<file path="config.mk">
export PLATFORM = sky130hd
export DESIGN_NAME = handshake_servo_frame_sender
export DESIGN_NICKNAME = d
export VERILOG_FILES = /design/src/hdl/hsfs_pkg.sv /design/src/hdl/hsfs_entry_ram.sv /design/src/hdl/handshake_servo_frame_sender.sv
export VERILOG_INCLUDE_DIRS = /design/src /design/src/hdl
export SDC_FILE = /design/constraint.sdc
export NUM_CORES = 1
export LEC_CHECK = 0
export BUFFER_PORTS_ARGS = -buffer_cell sky130_fd_sc_hd__buf_2
export CAP_MARGIN = 10
export CELL_PAD_IN_SITES_DETAIL_PLACEMENT = 0
export CELL_PAD_IN_SITES_GLOBAL_PLACEMENT = 1
export CORE_AREA = 2 2 175 177
export DETAILED_ROUTE_END_ITERATION = 10
export DIE_AREA = 0 0 177 179
export PLACE_DENSITY_LB_ADDON = 0.1
export SLEW_MARGIN = 25
export SYNTH_ARGS = -nofsm -noshare
export SYNTH_HDL_FRONTEND = slang
export SYNTH_SLANG_ARGS = --single-unit
</file>
<file path="constraint.sdc">
create_clock -name clk -period 4.65 [get_ports clk]
set_input_delay 1.395 -clock clk [delete_from_list [all_inputs] [get_ports clk]]
set_output_delay 1.395 -clock clk [all_outputs]
set_load 0.01 [all_outputs]
</file>
<file path="src/hdl/handshake_servo_frame_sender_defines.svh">
// assertion macros for the servo frame sender
// expects clk and arst_n in the scope of each use
`ifndef HANDSHAKE_SERVO_FRAME_SENDER_DEFINES_SVH
`define HANDSHAKE_SERVO_FRAME_SENDER_DEFINES_SVH

// consequent checked in the same cycle
`define HSFS_ASSERT_NOW(lbl, ante, cons, msg) \
	lbl: assert property (@(posedge clk) disable iff (!arst_n) (ante) |-> (cons)) \
		else $error(msg);

// consequent checked in the next cycle
`define HSFS_ASSERT_NEXT(lbl, ante, cons, msg) \
	lbl: assert property (@(posedge clk) disable iff (!arst_n) (ante) |=> (cons)) \
		else $error(msg);

`endif

</file>
<file path="src/hdl/hsfs_pkg.sv">
// shared types and constants for the servo frame sender
// no dependencies
package hsfs_pkg;

	localparam int OP_W       = 2;
	localparam int CFG_W      = 16;
	localparam int CFG_IDX_W  = 2;
	localparam int STATUS_W   = 3;
	localparam int FAIL_E_W   = 4;
	localparam int FAIL_B_W   = 3;
	localparam int OUT_DW     = 16;
	localparam int NUM_CFG    = 4;

	typedef enum logic [OP_W-1:0] {
		OP_TICK  = 2'd0,
		OP_LOAD  = 2'd1,
		OP_START = 2'd2,
		OP_CLEAR = 2'd3
	} op_t;

	typedef enum logic [CFG_IDX_W-1:0] {
		CFG_ACK_TIMEOUT   = 2'd0,
		CFG_RESET_LOW     = 2'd1,
		CFG_RESET_RECOVER = 2'd2,
		CFG_LATCH_HOLD    = 2'd3
	} cfg_idx_t;

	localparam logic [CFG_W-1:0] ACK_TIMEOUT_RST   = 16'd1000;
	localparam logic [CFG_W-1:0] RESET_LOW_RST     = 16'd6897;
	localparam logic [CFG_W-1:0] RESET_RECOVER_RST = 16'd34483;
	localparam logic [CFG_W-1:0] LATCH_HOLD_RST    = 16'd3448;

	typedef enum logic [STATUS_W-1:0] {
		ST_OK            = 3'd0,
		ST_EMPTY         = 3'd1,
		ST_READY_TIMEOUT = 3'd2,
		ST_ID_BIT        = 3'd3,
		ST_TIME_BIT      = 3'd4,
		ST_FINAL_RISE    = 3'd5,
		ST_FINAL_FALL    = 3'd6,
		ST_COMPLETION    = 3'd7
	} status_t;

	typedef enum logic [3:0] {
		PH_IDLE,
		PH_WAIT_READY,
		PH_RESET_LOW,
		PH_RECOVER,
		PH_ACK_HIGH,
		PH_ACK_LOW,
		PH_FINAL_RISE,
		PH_LATCH_HOLD,
		PH_FINAL_FALL,
		PH_WAIT_DONE
	} phase_t;

endpackage

</file>
<file path="src/hdl/hsfs_entry_ram.sv">
// entry list memory: one write port, one read port with registered data
// no package dependencies
module hsfs_entry_ram #(
	parameter int DEPTH = 16,
	parameter int WIDTH = 11,
	parameter int AW    = 4
) (
	input  logic             clk,
	input  logic             wr_en,
	input  logic [AW-1:0]    wr_addr,
	input  logic [WIDTH-1:0] wr_data,
	input  logic             rd_en,
	input  logic [AW-1:0]    rd_addr,
	output logic [WIDTH-1:0] rd_data
);

	logic [WIDTH-1:0] mem [DEPTH];
	logic [WIDTH-1:0] rd_data_q;

	always_ff @(posedge clk) begin
		if (wr_en) begin
			mem[wr_addr] <= wr_data;
		end
		if (rd_en) begin
			rd_data_q <= mem[rd_addr];
		end
	end

	assign rd_data = rd_data_q;

endmodule

</file>
<file path="src/hdl/handshake_servo_frame_sender.sv">
// Servo frame sender over a four-wire handshake link. Requests arrive on the s_ side, one
// command each (tick, load entry, start, clear list); every request yields exactly one
// result on the m_ side carrying the link line levels and transfer status after that
// request. When a request is taken, the entry memory is read for the bit its step may
// need; the step is applied once any earlier result has been taken from m_tdata, and its
// result is then offered on m_tdata. A new request is taken only after the held one has
// been stepped, so at most one request waits behind a result not yet taken. Configuration
// writes are accepted any cycle. Depends on hsfs_pkg, hsfs_entry_ram and
// handshake_servo_frame_sender_defines.svh.
`include "handshake_servo_frame_sender_defines.svh"

module handshake_servo_frame_sender #(
	parameter int MAX_ENTRIES = 16,
	parameter int ID_BITS     = 3,
	parameter int TIME_BITS   = 8
) (
	input  logic clk,
	input  logic arst_n,

	// [ID_BITS-1:0] servo_id, then pulse_time, bit_ack, ready_line, zero fill
	input  logic [((ID_BITS+TIME_BITS+2+7)/8)*8-1:0] s_tdata,
	// [1:0] opcode
	input  logic [hsfs_pkg::OP_W-1:0]                 s_tuser,
	input  logic                                      s_tvalid,
	output logic                                      s_tready,

	// [0] clock_out, [1] data_out, [2] request_out, [3] reset_out, [4] busy_res,
	// [5] done_res, [8:6] status_code, [12:9] fail_entry, [15:13] fail_bit
	output logic [hsfs_pkg::OUT_DW-1:0]               m_tdata,
	output logic                                      m_tvalid,
	input  logic                                      m_tready,

	input  logic                                      cfg_valid,
	output logic                                      cfg_ready,
	input  logic [hsfs_pkg::CFG_IDX_W-1:0]            cfg_index,
	input  logic [hsfs_pkg::CFG_W-1:0]                cfg_data
);

	localparam int NB   = ID_BITS + TIME_BITS;
	localparam int AW   = (MAX_ENTRIES > 1) ? $clog2(MAX_ENTRIES) : 1;
	localparam int CW   = $clog2(MAX_ENTRIES + 1);
	localparam int BW   = $clog2(NB + 1);
	localparam int BIW  = $clog2(NB);

	// request stage
	logic                         v_s1;
	hsfs_pkg::op_t                op_s1;
	logic [ID_BITS-1:0]           id_s1;
	logic [TIME_BITS-1:0]         time_s1;
	logic                         ack_s1;
	logic                         rdy_s1;

	// control state
	hsfs_pkg::phase_t             phase_q, phase_d;
	logic [CW-1:0]                count_q, count_d;
	logic [AW-1:0]                cursor_q, cursor_d;
	logic [BW-1:0]                bit_q, bit_d;
	logic [hsfs_pkg::CFG_W-1:0]   wait_q, wait_d;
	logic                         retried_q, retried_d;
	logic                         clk_q, clk_d, dat_q, dat_d, req_q, req_d, rst_q, rst_d;
	logic [hsfs_pkg::STATUS_W-1:0] status_q, status_d;
	logic [hsfs_pkg::FAIL_E_W-1:0] fail_e_q, fail_e_d;
	logic [hsfs_pkg::FAIL_B_W-1:0] fail_b_q, fail_b_d;
	logic                         done_q, done_d;
	logic                         out_valid_q;
	logic [hsfs_pkg::CFG_W-1:0]   cfg_q [hsfs_pkg::NUM_CFG];

	// step helpers
	logic                         accept, exec_go, is_tick;
	logic                         sample, want, hit, expire, last;
	logic [hsfs_pkg::CFG_W:0]     cnt_inc;
	logic [hsfs_pkg::CFG_W-1:0]   lim;
	logic [BW-1:0]                bit_inc, bit_limit, bit_new;
	logic                         bit_more;
	logic [AW-1:0]                rd_addr;
	logic [NB-1:0]                rd_word;
	logic                         new_bit_val;
	logic                         ram_we;

	assign accept    = s_tvalid && s_tready;
	assign s_tready  = !v_s1;
	assign exec_go   = v_s1 && (!out_valid_q || m_tready);
	assign is_tick   = (op_s1 == hsfs_pkg::OP_TICK);
	assign cfg_ready = 1'b1;

	always_ff @(posedge clk or negedge arst_n) begin
		if (!arst_n) begin
			v_s1 <= 1'b0;
		end else if (accept) begin
			v_s1 <= 1'b1;
		end else if (exec_go) begin
			v_s1 <= 1'b0;
		end
	end

	always_ff @(posedge clk) begin
		if (accept) begin
			op_s1   <= hsfs_pkg::op_t'(s_tuser);
			id_s1   <= s_tdata[ID_BITS-1:0];
			time_s1 <= s_tdata[NB-1:ID_BITS];
			ack_s1  <= s_tdata[NB];
			rdy_s1  <= s_tdata[NB+1];
		end
	end

	always_ff @(posedge clk or negedge arst_n) begin
		if (!arst_n) begin
			cfg_q[hsfs_pkg::CFG_ACK_TIMEOUT]   <= hsfs_pkg::ACK_TIMEOUT_RST;
			cfg_q[hsfs_pkg::CFG_RESET_LOW]     <= hsfs_pkg::RESET_LOW_RST;
			cfg_q[hsfs_pkg::CFG_RESET_RECOVER] <= hsfs_pkg::RESET_RECOVER_RST;
			cfg_q[hsfs_pkg::CFG_LATCH_HOLD]    <= hsfs_pkg::LATCH_HOLD_RST;
		end else if (cfg_valid && cfg_ready) begin
			cfg_q[cfg_index] <= cfg_data;
		end
	end

	// cursor bookkeeping shared by the read-ahead and the step
	assign last      = ((CW'(cursor_q) + 1'b1) >= count_q);
	assign bit_inc   = bit_q + 1'b1;
	assign bit_limit = BW'(NB) - BW'(last);
	assign bit_more  = (bit_inc < bit_limit);

	// read ahead the entry whose bit the coming step may put on the data line
	always_comb begin
		if (phase_q == hsfs_pkg::PH_WAIT_READY) begin
			rd_addr = '0;
		end else if (phase_q == hsfs_pkg::PH_ACK_LOW && !bit_more && !last) begin
			rd_addr = cursor_q + 1'b1;
		end else begin
			rd_addr = cursor_q;
		end
	end

	assign ram_we = exec_go && (phase_q == hsfs_pkg::PH_IDLE) && (op_s1 == hsfs_pkg::OP_LOAD)
		&& (count_q < CW'(MAX_ENTRIES));

	hsfs_entry_ram #(
		.DEPTH(MAX_ENTRIES),
		.WIDTH(NB),
		.AW   (AW)
	) u_entry_ram (
		.clk    (clk),
		.wr_en  (ram_we),
		.wr_addr(AW'(count_q)),
		.wr_data({time_s1, id_s1}),
		.rd_en  (accept),
		.rd_addr(rd_addr),
		.rd_data(rd_word)
	);

	// wait and delay evaluation
	always_comb begin
		case (phase_q)
			hsfs_pkg::PH_RESET_LOW:   lim = cfg_q[hsfs_pkg::CFG_RESET_LOW];
			hsfs_pkg::PH_RECOVER:     lim = cfg_q[hsfs_pkg::CFG_RESET_RECOVER];
			hsfs_pkg::PH_LATCH_HOLD:  lim = cfg_q[hsfs_pkg::CFG_LATCH_HOLD];
			default:                  lim = cfg_q[hsfs_pkg::CFG_ACK_TIMEOUT];
		endcase
	end

	assign sample  = (phase_q inside {hsfs_pkg::PH_WAIT_READY, hsfs_pkg::PH_WAIT_DONE})
		? rdy_s1 : ack_s1;
	assign want    = (phase_q inside {hsfs_pkg::PH_ACK_HIGH, hsfs_pkg::PH_FINAL_RISE,
		hsfs_pkg::PH_WAIT_DONE});
	assign hit     = (sample == want);
	assign cnt_inc = {1'b0, wait_q} + 1'b1;
	assign expire  = (cnt_inc >= {1'b0, lim});

	// bit index the step moves to, and its level
	always_comb begin
		if (phase_q == hsfs_pkg::PH_WAIT_READY) begin
			bit_new = '0;
		end else if (bit_more) begin
			bit_new = bit_inc;
		end else if (!last) begin
			bit_new = '0;
		end else begin
			bit_new = BW'(NB - 1);
		end
	end

	assign new_bit_val = rd_word[bit_new[BIW-1:0]];

	// next phase
	always_comb begin
		phase_d = phase_q;
		if (exec_go) begin
			if (is_tick) begin
				case (phase_q)
					hsfs_pkg::PH_WAIT_READY: begin
						if (hit) phase_d = hsfs_pkg::PH_ACK_HIGH;
						else if (expire) phase_d = retried_q ? hsfs_pkg::PH_IDLE
							: hsfs_pkg::PH_RESET_LOW;
					end
					hsfs_pkg::PH_RESET_LOW: begin
						if (expire) phase_d = hsfs_pkg::PH_RECOVER;
					end
					hsfs_pkg::PH_RECOVER: begin
						if (expire) phase_d = hsfs_pkg::PH_WAIT_READY;
					end
					hsfs_pkg::PH_ACK_HIGH: begin
						if (hit) phase_d = hsfs_pkg::PH_ACK_LOW;
						else if (expire) phase_d = hsfs_pkg::PH_IDLE;
					end
					hsfs_pkg::PH_ACK_LOW: begin
						if (hit) phase_d = (bit_more || !last) ? hsfs_pkg::PH_ACK_HIGH
							: hsfs_pkg::PH_FINAL_RISE;
						else if (expire) phase_d = hsfs_pkg::PH_IDLE;
					end
					hsfs_pkg::PH_FINAL_RISE: begin
						if (hit) phase_d = hsfs_pkg::PH_LATCH_HOLD;
						else if (expire) phase_d = hsfs_pkg::PH_IDLE;
					end
					hsfs_pkg::PH_LATCH_HOLD: begin
						if (expire) phase_d = hsfs_pkg::PH_FINAL_FALL;
					end
					hsfs_pkg::PH_FINAL_FALL: begin
						if (hit) phase_d = hsfs_pkg::PH_WAIT_DONE;
						else if (expire) phase_d = hsfs_pkg::PH_IDLE;
					end
					hsfs_pkg::PH_WAIT_DONE: begin
						if (hit || expire) phase_d = hsfs_pkg::PH_IDLE;
					end
					default: phase_d = phase_q;
				endcase
			end else if (phase_q == hsfs_pkg::PH_IDLE && op_s1 == hsfs_pkg::OP_START
				&& count_q != '0) begin
				phase_d = hsfs_pkg::PH_WAIT_READY;
			end
		end
	end

	// lines, counters and status
	always_comb begin
		count_d   = count_q;
		cursor_d  = cursor_q;
		bit_d     = bit_q;
		wait_d    = wait_q;
		retried_d = retried_q;
		clk_d     = clk_q;
		dat_d     = dat_q;
		req_d     = req_q;
		rst_d     = rst_q;
		status_d  = status_q;
		fail_e_d  = fail_e_q;
		fail_b_d  = fail_b_q;
		done_d    = done_q;
		if (exec_go) begin
			done_d = 1'b0;
			if (is_tick) begin
				case (phase_q)
					hsfs_pkg::PH_WAIT_READY: begin
						if (hit) begin
							cursor_d = '0;
							bit_d    = '0;
							dat_d    = new_bit_val;
							clk_d    = 1'b1;
							wait_d   = '0;
						end else if (expire) begin
							req_d = 1'b0;
							if (retried_q) begin
								status_d = hsfs_pkg::ST_READY_TIMEOUT;
								fail_e_d = '0;
								fail_b_d = '0;
								done_d   = 1'b1;
							end else begin
								rst_d  = 1'b0;
								wait_d = '0;
							end
						end else begin
							wait_d = cnt_inc[hsfs_pkg::CFG_W-1:0];
						end
					end
					hsfs_pkg::PH_RESET_LOW: begin
						if (expire) begin
							rst_d  = 1'b1;
							wait_d = '0;
						end else begin
							wait_d = cnt_inc[hsfs_pkg::CFG_W-1:0];
						end
					end
					hsfs_pkg::PH_RECOVER: begin
						if (expire) begin
							req_d     = 1'b1;
							retried_d = 1'b1;
							wait_d    = '0;
						end else begin
							wait_d = cnt_inc[hsfs_pkg::CFG_W-1:0];
						end
					end
					hsfs_pkg::PH_ACK_HIGH, hsfs_pkg::PH_ACK_LOW: begin
						if (hit) begin
							wait_d = '0;
							if (phase_q == hsfs_pkg::PH_ACK_HIGH) begin
								clk_d = 1'b0;
							end else begin
								// next bit, next entry or the final latch bit
								bit_d = bit_new;
								dat_d = new_bit_val;
								clk_d = 1'b1;
								if (!bit_more && !last) begin
									cursor_d = cursor_q + 1'b1;
								end
							end
						end else if (expire) begin
							clk_d    = 1'b0;
							req_d    = 1'b0;
							fail_e_d = hsfs_pkg::FAIL_E_W'(cursor_q);
							done_d   = 1'b1;
							if (bit_q < BW'(ID_BITS)) begin
								status_d = hsfs_pkg::ST_ID_BIT;
								fail_b_d = hsfs_pkg::FAIL_B_W'(bit_q);
							end else begin
								status_d = hsfs_pkg::ST_TIME_BIT;
								fail_b_d = hsfs_pkg::FAIL_B_W'(bit_q - BW'(ID_BITS));
							end
						end else begin
							wait_d = cnt_inc[hsfs_pkg::CFG_W-1:0];
						end
					end
					hsfs_pkg::PH_FINAL_RISE: begin
						if (hit) begin
							req_d  = 1'b0;
							wait_d = '0;
						end else if (expire) begin
							clk_d    = 1'b0;
							req_d    = 1'b0;
							status_d = hsfs_pkg::ST_FINAL_RISE;
							fail_e_d = hsfs_pkg::FAIL_E_W'(cursor_q);
							fail_b_d = hsfs_pkg::FAIL_B_W'(TIME_BITS - 1);
							done_d   = 1'b1;
						end else begin
							wait_d = cnt_inc[hsfs_pkg::CFG_W-1:0];
						end
					end
					hsfs_pkg::PH_LATCH_HOLD: begin
						if (expire) begin
							clk_d  = 1'b0;
							wait_d = '0;
						end else begin
							wait_d = cnt_inc[hsfs_pkg::CFG_W-1:0];
						end
					end
					hsfs_pkg::PH_FINAL_FALL: begin
						if (hit) begin
							wait_d = '0;
						end else if (expire) begin
							status_d = hsfs_pkg::ST_FINAL_FALL;
							fail_e_d = hsfs_pkg::FAIL_E_W'(cursor_q);
							fail_b_d = hsfs_pkg::FAIL_B_W'(TIME_BITS - 1);
							done_d   = 1'b1;
						end else begin
							wait_d = cnt_inc[hsfs_pkg::CFG_W-1:0];
						end
					end
					hsfs_pkg::PH_WAIT_DONE: begin
						if (hit) begin
							status_d = hsfs_pkg::ST_OK;
							fail_e_d = '0;
							fail_b_d = '0;
							done_d   = 1'b1;
						end else if (expire) begin
							status_d = hsfs_pkg::ST_COMPLETION;
							fail_e_d = hsfs_pkg::FAIL_E_W'(cursor_q);
							fail_b_d = hsfs_pkg::FAIL_B_W'(TIME_BITS - 1);
							done_d   = 1'b1;
						end else begin
							wait_d = cnt_inc[hsfs_pkg::CFG_W-1:0];
						end
					end
					default: begin
						wait_d = wait_q;
					end
				endcase
			end else if (phase_q == hsfs_pkg::PH_IDLE) begin
				case (op_s1)
					hsfs_pkg::OP_LOAD: begin
						if (ram_we) count_d = count_q + 1'b1;
					end
					hsfs_pkg::OP_CLEAR: begin
						count_d = '0;
					end
					hsfs_pkg::OP_START: begin
						if (count_q == '0) begin
							status_d = hsfs_pkg::ST_EMPTY;
							fail_e_d = '0;
							fail_b_d = '0;
							done_d   = 1'b1;
						end else begin
							status_d  = hsfs_pkg::ST_OK;
							fail_e_d  = '0;
							fail_b_d  = '0;
							dat_d     = 1'b0;
							clk_d     = 1'b0;
							req_d     = 1'b1;
							retried_d = 1'b0;
							wait_d    = '0;
						end
					end
					default: begin
						count_d = count_q;
					end
				endcase
			end
		end
	end

	always_ff @(posedge clk or negedge arst_n) begin
		if (!arst_n) begin
			phase_q     <= hsfs_pkg::PH_IDLE;
			count_q     <= '0;
			cursor_q    <= '0;
			bit_q       <= '0;
			wait_q      <= '0;
			retried_q   <= 1'b0;
			clk_q       <= 1'b0;
			dat_q       <= 1'b0;
			req_q       <= 1'b0;
			rst_q       <= 1'b1;
			status_q    <= hsfs_pkg::ST_OK;
			fail_e_q    <= '0;
			fail_b_q    <= '0;
			done_q      <= 1'b0;
			out_valid_q <= 1'b0;
		end else begin
			phase_q   <= phase_d;
			count_q   <= count_d;
			cursor_q  <= cursor_d;
			bit_q     <= bit_d;
			wait_q    <= wait_d;
			retried_q <= retried_d;
			clk_q     <= clk_d;
			dat_q     <= dat_d;
			req_q     <= req_d;
			rst_q     <= rst_d;
			status_q  <= status_d;
			fail_e_q  <= fail_e_d;
			fail_b_q  <= fail_b_d;
			done_q    <= done_d;
			if (exec_go) begin
				out_valid_q <= 1'b1;
			end else if (m_tready) begin
				out_valid_q <= 1'b0;
			end
		end
	end

	// state only moves when a result is produced, so it doubles as the result
	assign m_tvalid = out_valid_q;
	assign m_tdata  = {fail_b_q, fail_e_q, status_q, done_q, (phase_q != hsfs_pkg::PH_IDLE),
		rst_q, req_q, dat_q, clk_q};

	`HSFS_ASSERT_NEXT(a_done_on_finish,
		exec_go && phase_q != hsfs_pkg::PH_IDLE && phase_d == hsfs_pkg::PH_IDLE,
		done_q, "transfer ended without done pulse")
	`HSFS_ASSERT_NOW(a_reset_line_phase, !rst_q,
		phase_q == hsfs_pkg::PH_RESET_LOW, "reset line low outside reset phase")
	`HSFS_ASSERT_NOW(a_clock_high_phase, clk_q,
		phase_q == hsfs_pkg::PH_ACK_HIGH || phase_q == hsfs_pkg::PH_FINAL_RISE ||
		phase_q == hsfs_pkg::PH_LATCH_HOLD, "link clock high in wrong phase")
	`HSFS_ASSERT_NOW(a_load_only_idle, ram_we,
		phase_q == hsfs_pkg::PH_IDLE, "entry written during a transfer")
	`HSFS_ASSERT_NEXT(a_hold_while_stalled, m_tvalid && !m_tready,
		$stable(phase_q) && $stable(wait_q) && $stable(bit_q), "state moved under stall")

endmodule
</file>
==> results of run 1 <==
[per-stage QoR]
step	hold slack, ps	util, %
floorplan	451.0	-
global placement	476.7	53.39
detailed placement	478.2	53.40
CTS	490.4	57.14
global route	513.5	57.15
finish	480.8	57.15
[area by class of cell]
| class | instances | area share, % |
|---|---|---|
| clock buffers | 48 | 5.694 |
| clock inverters | 14 | 0.8530 |
| inverters | 24 | 0.5249 |
| multi-input cells | 770 | 33.44 |
| flip-flops and latches | 317 | 52.33 |
| well taps | 396 | 2.887 |
| repair buffers | 110 | 4.265 |
[worst max-delay path by stage]
stage	slack (ps)	endpoint	cells past startpoint
after CTS	630	u_entry_ram.rd_data[8]	13
after global placement	370	wait_q[8]	15
final	630	u_entry_ram.rd_data[3]	12
after detailed placement	640	u_entry_ram.rd_data[8]	13
after global routing	280	wait_q[8]	15
after floorplan	410	wait_q[10]	17
[registers in the layout (all words and copies together), names as in the netlist, 2 cells and up]
name                 count
id_s1                    3
phase_q                  4
fail_b_q                 3
u_entry_ram.rd_data     11
u_entry_ram.mem        176
wait_q                  16
bit_q                    4
status_q                 3
op_s1                    2
fail_e_q                 4
cfg_q                   64
time_s1                  8
cursor_q                 4
count_q                  5
[cell usage after synthesis, types with 7 or more instances]
| cell | n |
|---|---|
| nor2_1 | 68 |
| buf_4 | 12 |
| nand2b_1 | 9 |
| ha_1 | 29 |
| o21ai_0 | 42 |
| nand4_1 | 9 |
| mux2_4 | 10 |
| xnor2_1 | 15 |
| dfstp_2 | 30 |
| nor3b_1 | 12 |
| dfrtp_1 | 85 |
| nor3_1 | 23 |
| mux2_2 | 81 |
| and3_1 | 27 |
| mux2i_1 | 40 |
| xor2_1 | 24 |
| o221a_1 | 7 |
| nor2b_1 | 10 |
| clkbuf_1 | 41 |
| a21oi_1 | 32 |
| nand3_1 | 33 |
| a22o_1 | 17 |
| a221oi_1 | 37 |
| nand2_1 | 96 |
| o2111a_1 | 11 |
| a211o_1 | 12 |
| a21o_1 | 7 |
| o211ai_1 | 11 |
| edfxtp_1 | 202 |
| nor4_1 | 10 |
| or3_1 | 7 |
| inv_1 | 23 |
| buf_2 | 8 |
[layer usage]
metal	GRT usage, %	vias up	wire length [um]	share of wire, %
met3	2.863	62	1255	3.5
met2	39.93	208	18100	50
met1	30.66	5005	15960	44
li1	-	4675	-	-
met4	7.438	0	974	2.7
met5	0	-	0	0
[cells by family after synthesis]
| family | share of synthesized area (%) |
|---|---|
| multiplexers | 9.708 |
| other | 0.02489 |
| flip-flops | 59.61 |
| AND/OR/NAND/NOR | 10.76 |
| XOR/XNOR | 2.267 |
| AO/OA/AOI/OAI | 12.33 |
| buffers and inverters | 2.882 |
| adder cells (fa/ha/maj) | 2.408 |
[power groups by stage]
stage | Sequential [mW] | Clock, mW | Combinational [mW]
after floorplan | 3.55 | 0 | 1.21
after global placement | 3.62 | 0 | 1.76
after detailed placement | 3.63 | 0 | 1.78
after CTS | 3.58 | 2.75 | 1.78
after global routing | 3.61 | 2.87 | 1.97
final | 3.58 | 2.69 | 1.79
[critical path, delay by kind of cell (launching register included)]
kind,cells,cell delay [ps]
adders and majority gates,2,650
xor gates and xnor gates,1,220
buffers and inverters,1,410
DFF,1,380
AOI/OAI and AO/OA,5,1210
and+or+nand+nor,3,1000
==> metrics, run 1 <==
area grow syn2layout=13.91%; endpoint class of the critical path=flop; Sw Pwr=2.493 mW; Total Routing Usage GR=23.20%; final worst slack=629.1 ps; Nets=1,329; # Post-CTS Setup Buffers=0; DP HPWL=23.55 mm; CTS root buffer=clkbuf_16; fmax=0.2487 GHz; number of max-cap violations=0; initial detailed-routing violation count=716; vias in the first global route=9,923; Hold Path End=done_q; Post-Syn Nets=1,248; # setup viols final=0; clk buf depth=3; status=complete, no violations; clk sink count=317; most frequent cells in the layout=202 x edfxtp_1, 96 x nand2_1, 85 x dfrtp_1; Rows=64; drt total wl=36.29 mm; core area=30,030 um2; top cell type by total area after synthesis=edfxtp_1; Placed Cells=1,617; main area contributors after synthesis=edfxtp_1 40%, dfrtp_1 14%, mux2_2 6.1%; clock share of power=33.4%; CP max stage cell=nor2_2; Max IR drop VDD=0.3415 mV; final hold vios=0; Sw Ratio=30.94%; GPL Wtd Cong=0.8346; starting density of the core=50.17%; CP Launch Point=cursor_q[0]; Slew Limit Fails=0; Worst EP required=5040 ps; min cycle time layout=4021 ps; DIE HEIGHT=179 um; Leakage Power=6.660 nW; PD cells=469.5 nW/um2; I/O pin cnt=60; Post-synth EDFFs=202; Power Total=8.058 mW; commonest non-fill, non-tap cell in the layout=edfxtp_1; layout cells sized above 1=24.47%; DRC=0; Flop pwr share=44.4%; CTS tree=yes; FF/Latch Area=8981 um2; Logic pwr share=22.2%; Synth async-reset ratio=36.28%; RSZ-0062 raised after global routing=no; yosys warns=0; largest net degree at the start of global routing=73; post-route setup TNS=0 ps; # port buffers=55; chip width=177 um; syn_area_per_cell=12.79 um2; Max Clock Skew=32.12 ps; drt pass-1 iters=7; grt ovf=0; Filler cells=2,506; Num CTS Buffers=36; normalized max-slew margin=29.86%; die area=31,680 um2; Syn Inst Count=1,178; CP Class=reg -> reg; startpoint of the worst hold path=done_q; post-route ant nets=0; post-synth cell types=78; clock-pin slew on the worst setup and hold paths=60 ps; first-pass GRT wire length=56.48 mm; clock latency on the worst-skew pair=540 ps; Seq/Total Area, Yosys=59.61%; Worst path max stage delay=820 ps; initial antenna violation count=0; Vias/cell=5.926; drt wl/cell=21.62 um; flop2flop setup slack=630 ps; reg2reg start=cursor_q[0]; critical path arrival=4410 ps; worst hold stages=2; Hold Path Class=reg -> reg; area share of the largest cell type after synthesis=40.26%; post-route insts no fill=1,679; Vias=9,950; Synth Cell Area=15,070 um2; CP Cell Sequence=ha_1, xor2_1, ha_1, nand2_1, o21ai_0, a31o_2, nor3_1, nor2_2, buf_4, a221oi_1, o21ai_0, o2111a_1; PostCTS Resize Cnt=0; Reg2Reg Capture Point=u_entry_ram.rd_data[3]; Slew @ Worst Pin=1051 ps; startpoint types=flop; DP Worst Slack=644.6 ps; Crit Path Max Fanout=18; Area after DPL=16,030 um2; H-tree depth=2; FF-to-FF path depth=12; hold buffers post-CTS=0; n_diodes=0; P_int=5.565 mW; Final Cycle Share=86.47%; predominant post-synthesis flop cell=edfxtp_1; Final Cell Area=17,160 um2; Seq cells post-synth=317; Multi-input gate area=5739 um2
Power figures use the tool's default switching activity.
==> run 2, diff against run 1 <==
- clock period: 4.65 -> 4.5 ns (I/O delays scaled with it)
==> run 2 against run 1 <==
- fmax up 1.3%
- die area unchanged
- clock skew is 1.6 ps higher
==> metrics, run 2 (synthesized netlist as in run 1, its figures left out) <==
status=complete, no violations; DRC=0; grt ovf=0; CTS root buffer=clkbuf_16; Total Routing Usage GR=22.85%; post-route setup TNS=0 ps; I/O pin cnt=60; # port buffers=55; FF/Latch Area=8981 um2; reg2reg start=wait_q[0]; largest net degree at the start of global routing=48; area grow syn2layout=13.69%; vias in the first global route=9,580; initial antenna violation count=0; final hold vios=0; drt total wl=35.64 mm; endpoint class of the critical path=flop; hold buffers post-CTS=0; commonest non-fill, non-tap cell in the layout=edfxtp_1; DIE HEIGHT=179 um; # setup viols final=0; Slew Limit Fails=0; Leakage Power=6.651 nW; CP max stage cell=o31ai_1; Crit Path Max Fanout=15; Power Total=8.308 mW; clk buf depth=3; drt wl/cell=21.23 um; post-route ant nets=0; Max IR drop VDD=0.3898 mV; first-pass GRT wire length=55.10 mm; Filler cells=2,481; GPL Wtd Cong=0.8591; # Post-CTS Setup Buffers=0; max FFs per register=176; H-tree depth=2; CP Class=reg -> reg; min cycle time layout=3969 ps; Multi-input gate area=5737 um2; clock-pin slew on the worst setup and hold paths=60 ps; clock latency on the worst-skew pair=530 ps; Final Cycle Share=88.20%; n_diodes=0; CTS tree=yes; Vias/cell=5.821; largest registers=u_entry_ram.mem (176), cfg_q (64), wait_q (16); fmax=0.2520 GHz; chip width=177 um; Top reg by flops=u_entry_ram.mem; startpoint of the worst hold path=done_q; Vias=9,773; number of max-cap violations=0; most frequent cells in the layout=202 x edfxtp_1, 96 x nand2_1, 85 x dfrtp_1; Worst EP required=4920 ps; critical path arrival=4390 ps; Hold Path Class=reg -> reg; normalized max-slew margin=33.70%; Max Clock Skew=33.69 ps; DP HPWL=23.30 mm; drt pass-1 iters=5; PostCTS Resize Cnt=0; clk sink count=317; CP Launch Point=wait_q[0]; starting density of the core=50.17%; PD cells=485.1 nW/um2; core area=30,030 um2; Worst path max stage delay=560 ps; Slew @ Worst Pin=991.8 ps; Nets=1,328; Rows=64; die area=31,680 um2; Num CTS Buffers=35; final core utilization=57.04%; initial detailed-routing violation count=936; RSZ-0062 raised after global routing=no; layout cells sized above 1=24.47%; CP Cell Sequence=nand3_1, nor3_1, and3_1, nand2_1, nor2_1, nand3_1, xnor2_1, ha_1, a21oi_1, o31ai_1, a211o_1, buf_4, o31ai_1, o21ai_0, o21ai_0; startpoint types=flop
run 2: per-layer routing:
| layer | vias to the layer above | GRT usage (%) | wire length [um] |
|---|---|---|---|
| met5 | - | 0 | 0 |
| met4 | 0 | 5.441 | 699 |
| met3 | 46 | 2.926 | 1161 |
| met2 | 185 | 40.05 | 17870 |
| met1 | 4878 | 30.29 | 15910 |
| li1 | 4664 | - | - |
run 2: final timing paths:
kind | endpoint | slack, ps | cells past startpoint
max in group asynchronous | cfg_q[38] | 2690 | 2
min | done_q | 490 | 2
max reg2reg | phase_q[0] | 530 | 15
min reg2reg | done_q | 490 | 2
min in group asynchronous | count_q[1] | 850 | 1
max | phase_q[0] | 530 | 15
run 2: power by group:
| group | switching, mW | total [mW] | internal, mW |
|---|---|---|---|
| Clock | 1.13 | 2.78 | 1.65 |
| Sequential | 0.230 | 3.69 | 3.46 |
| Combinational | 1.15 | 1.84 | 0.688 |
run 2: critical path: cells and delay by family (launching register included):
family / cells / cell delay [ps]
compound gates: 6 / 1360
xor+xnor: 1 / 160
fa+ha+maj: 1 / 320
buf+inv: 1 / 210
flops: 1 / 440
simple gates: 6 / 1410
run 2: cell type report:
cell class,count,area share [%]
Sequential cell,317,52.43
Multi-Input combinational cell,770,33.49
Clock buffer,49,5.537
Timing Repair Buffer,110,4.178
Tap cell,396,2.893
Clock inverter,13,0.9423
Inverter,24,0.5259
run 2: per-stage QoR:
step / setup WS (ps) / instance area (um2) / hold WS, ps / std cells
6_report: 531.1 / 17130 / 489.9 / 1679
2_1_floorplan: 257.0 / 15070 / 451.0 / 1178
5_1_grt: 128.4 / 17130 / 519.4 / 1679
3_5_place_dp: 508.2 / 16020 / 491.6 / 1617
3_3_place_gp: 470.2 / 16020 / 481.4 / 1617
4_1_cts: 485.2 / 17130 / 502.7 / 1679
==> run 3, diff against run 2 <==
--- a/config.mk
+++ b/config.mk
@@ -13,2 +13,3 @@
 export CORE_AREA = 2 2 175 177
+export CTS_CLUSTER_SIZE = 14
 export DETAILED_ROUTE_END_ITERATION = 10
@@ -16,2 +17,3 @@
 export PLACE_DENSITY_LB_ADDON = 0.1
+export RECOVER_POWER = 25
 export SLEW_MARGIN = 25
==> constraint.sdc (replaced) <==
create_clock -name clk -period 4.5 [get_ports clk]
set_input_delay 0.675 -clock clk [delete_from_list [all_inputs] [get_ports clk]]
set_output_delay 0.675 -clock clk [all_outputs]
set_load 0.01 [all_outputs]
==> run 3 against run 2 <==
- the run now ends with capacitance limit, slew limit left
- routed wire length up 0.16%
- first-iteration DRC count fell by 23%
- clock-buffer cell count fell by 5
- critical path depth rose by 1
- non-clock buffer count increased by 2
- sequential power hardly changed
- clock skew is 18 ps lower
- setup slack worse by 140 ps
- fmax down 3.5%
- flip-flop and latch count did not move
- cell area rose by 0.64%
- largest cell class unchanged
- critical endpoint is now status_q[1]
==> metrics, run 3 (synthesized netlist as in run 1, its figures left out) <==
critical path arrival=4530 ps; endpoint class of the critical path=flop; Max IR drop VDD=0.3410 mV; chip width=177 um; clk sink count=317; drt pass-1 iters=5; post-route setup TNS=0 ps; Rows=64; normalized max-slew margin=-58.34%; max FFs per register=176; startpoint types=flop; DRC=0; Top reg by flops=u_entry_ram.mem; post-route ant nets=0; core area=30,030 um2; area grow syn2layout=14.42%; Total Routing Usage GR=22.95%; starting density of the core=50.17%; # Post-CTS Setup Buffers=0; layout cells sized above 1=25.21%; most frequent cells in the layout=202 x edfxtp_1, 96 x nand2_1, 85 x dfrtp_1; H-tree depth=2; final core utilization=57.40%; status=finished with violations; PD cells=488.0 nW/um2; Placed Cells=1,619; Worst EP required=4920 ps; Max Clock Skew=15.94 ps; drt wl/cell=21.19 um; Nets=1,331; Final Cycle Share=91.38%; grt ovf=0; drt total wl=35.70 mm; Crit Path Max Fanout=18; Hold Path Class=in -> reg; FF-to-FF path depth=16; commonest non-fill, non-tap cell in the layout=edfxtp_1; final hold vios=0; largest registers=u_entry_ram.mem (176), cfg_q (64), wait_q (16); flop2flop setup slack=390 ps; I/O pin cnt=60; Slew Limit Fails=42; clock-pin slew on the worst setup and hold paths=60 ps; CP Class=reg -> reg; GPL Wtd Cong=0.8547; WP buf/inv=3; vias in the first global route=9,758; RSZ-0062 raised after global routing=no; CTS tree=yes; min cycle time layout=4112 ps; failing checks=capacitance limit, slew limit; initial antenna violation count=0; Fin Hold WS=320.3 ps; # setup viols final=0; initial detailed-routing violation count=724; number of max-cap violations=1; CTS root buffer=clkbuf_16; Vias=9,918; worst hold stages=1; # port buffers=55; Worst path max stage delay=530 ps; first-pass GRT wire length=55.18 mm; CP Cell Sequence=nor2_1, nand2_1, nor2_1, buf_12, a22o_1, a221oi_1, ha_1, a21o_1, a211oi_1, o31ai_1, a211o_1, buf_4, inv_1, nand2_1, o21ai_1, mux2_2; CP Depth=16; Num CTS Buffers=36; clock latency on the worst-skew pair=530 ps; CP max stage cell=dfrtp_1; Slew @ Worst Pin=2375 ps; largest net degree at the start of global routing=42; fmax=0.2432 GHz; clk buf depth=3; post-route insts no fill=1,685; PostCTS Resize Cnt=0; die area=31,680 um2; Vias/cell=5.886; DIE HEIGHT=179 um; DP HPWL=23.51 mm; Power Total=8.412 mW; Leakage Power=6.707 nW; Crit path max-delay family=compound AO/OA/AOI/OAI gates; hold buffers post-CTS=0; n_diodes=0
## run 3: cell types whose count changed in the layout (fill, tap and decap cells not counted), moves of 2 or more
cell | previous run | this run
buf_12 | 2 | 4
clkinv_2 | 3 | 8
inv_6 | 1 | 3
clkbuf_1 | 12 | 7
## run 3: cell type report
class / count / area (um2)
clock buffers: 44 / 950.9
repair buffers: 112 / 752.0
inverters: 24 / 90.09
multi-input cells: 770 / 5746
fillers: 2537 / 12790
clock inverters: 22 / 222.7
well taps: 396 / 495.5
flip-flops and latches: 317 / 8981
## run 3: through the flow
step / instance area, um2 / setup slack (ps)
2_1_floorplan: 15070 / 257.0
3_3_place_gp: 16070 / 369.0
3_5_place_dp: 16070 / 313.4
4_1_cts: 17240 / 291.4
5_1_grt: 17240 / 179.0
6_report: 17240 / 387.7
## run 3: routing by layer
metal / track usage, % / routed length, um / up-vias
li1: - / - / 4671
met4: 7.404 / 858 / 0
met5: 0 / 0 / -
met1: 29.79 / 15370 / 4995
met2: 40.03 / 18100 / 197
met3: 2.905 / 1374 / 55
## run 3: final timing paths
kind,from,to
worst max register to register,phase_q[2],status_q[1]
worst min register to register,done_q,done_q
worst max-delay path,phase_q[2],status_q[1]
max in group asynchronous,arst_n,cfg_q[37]
worst min-delay path,s_tuser[0],op_s1[0]
min in group asynchronous,arst_n,m_tvalid
## run 3: worst reg2reg max path, delay by kind of cell, from the launching register on
family          cells  cell delay [ps]
flops               1              530
simple gates        4              430
compound gates      7             1790
fa+ha+maj           1              340
buf+inv             3              530
mux                 1              370
## run 3: power breakdown
group          total [mW]  leakage [nW]  switching (mW)  internal (mW)
Combinational        1.85          2.90            1.15          0.692
Sequential           3.69          3.23           0.233           3.46
Clock                2.87         0.576            1.17           1.70
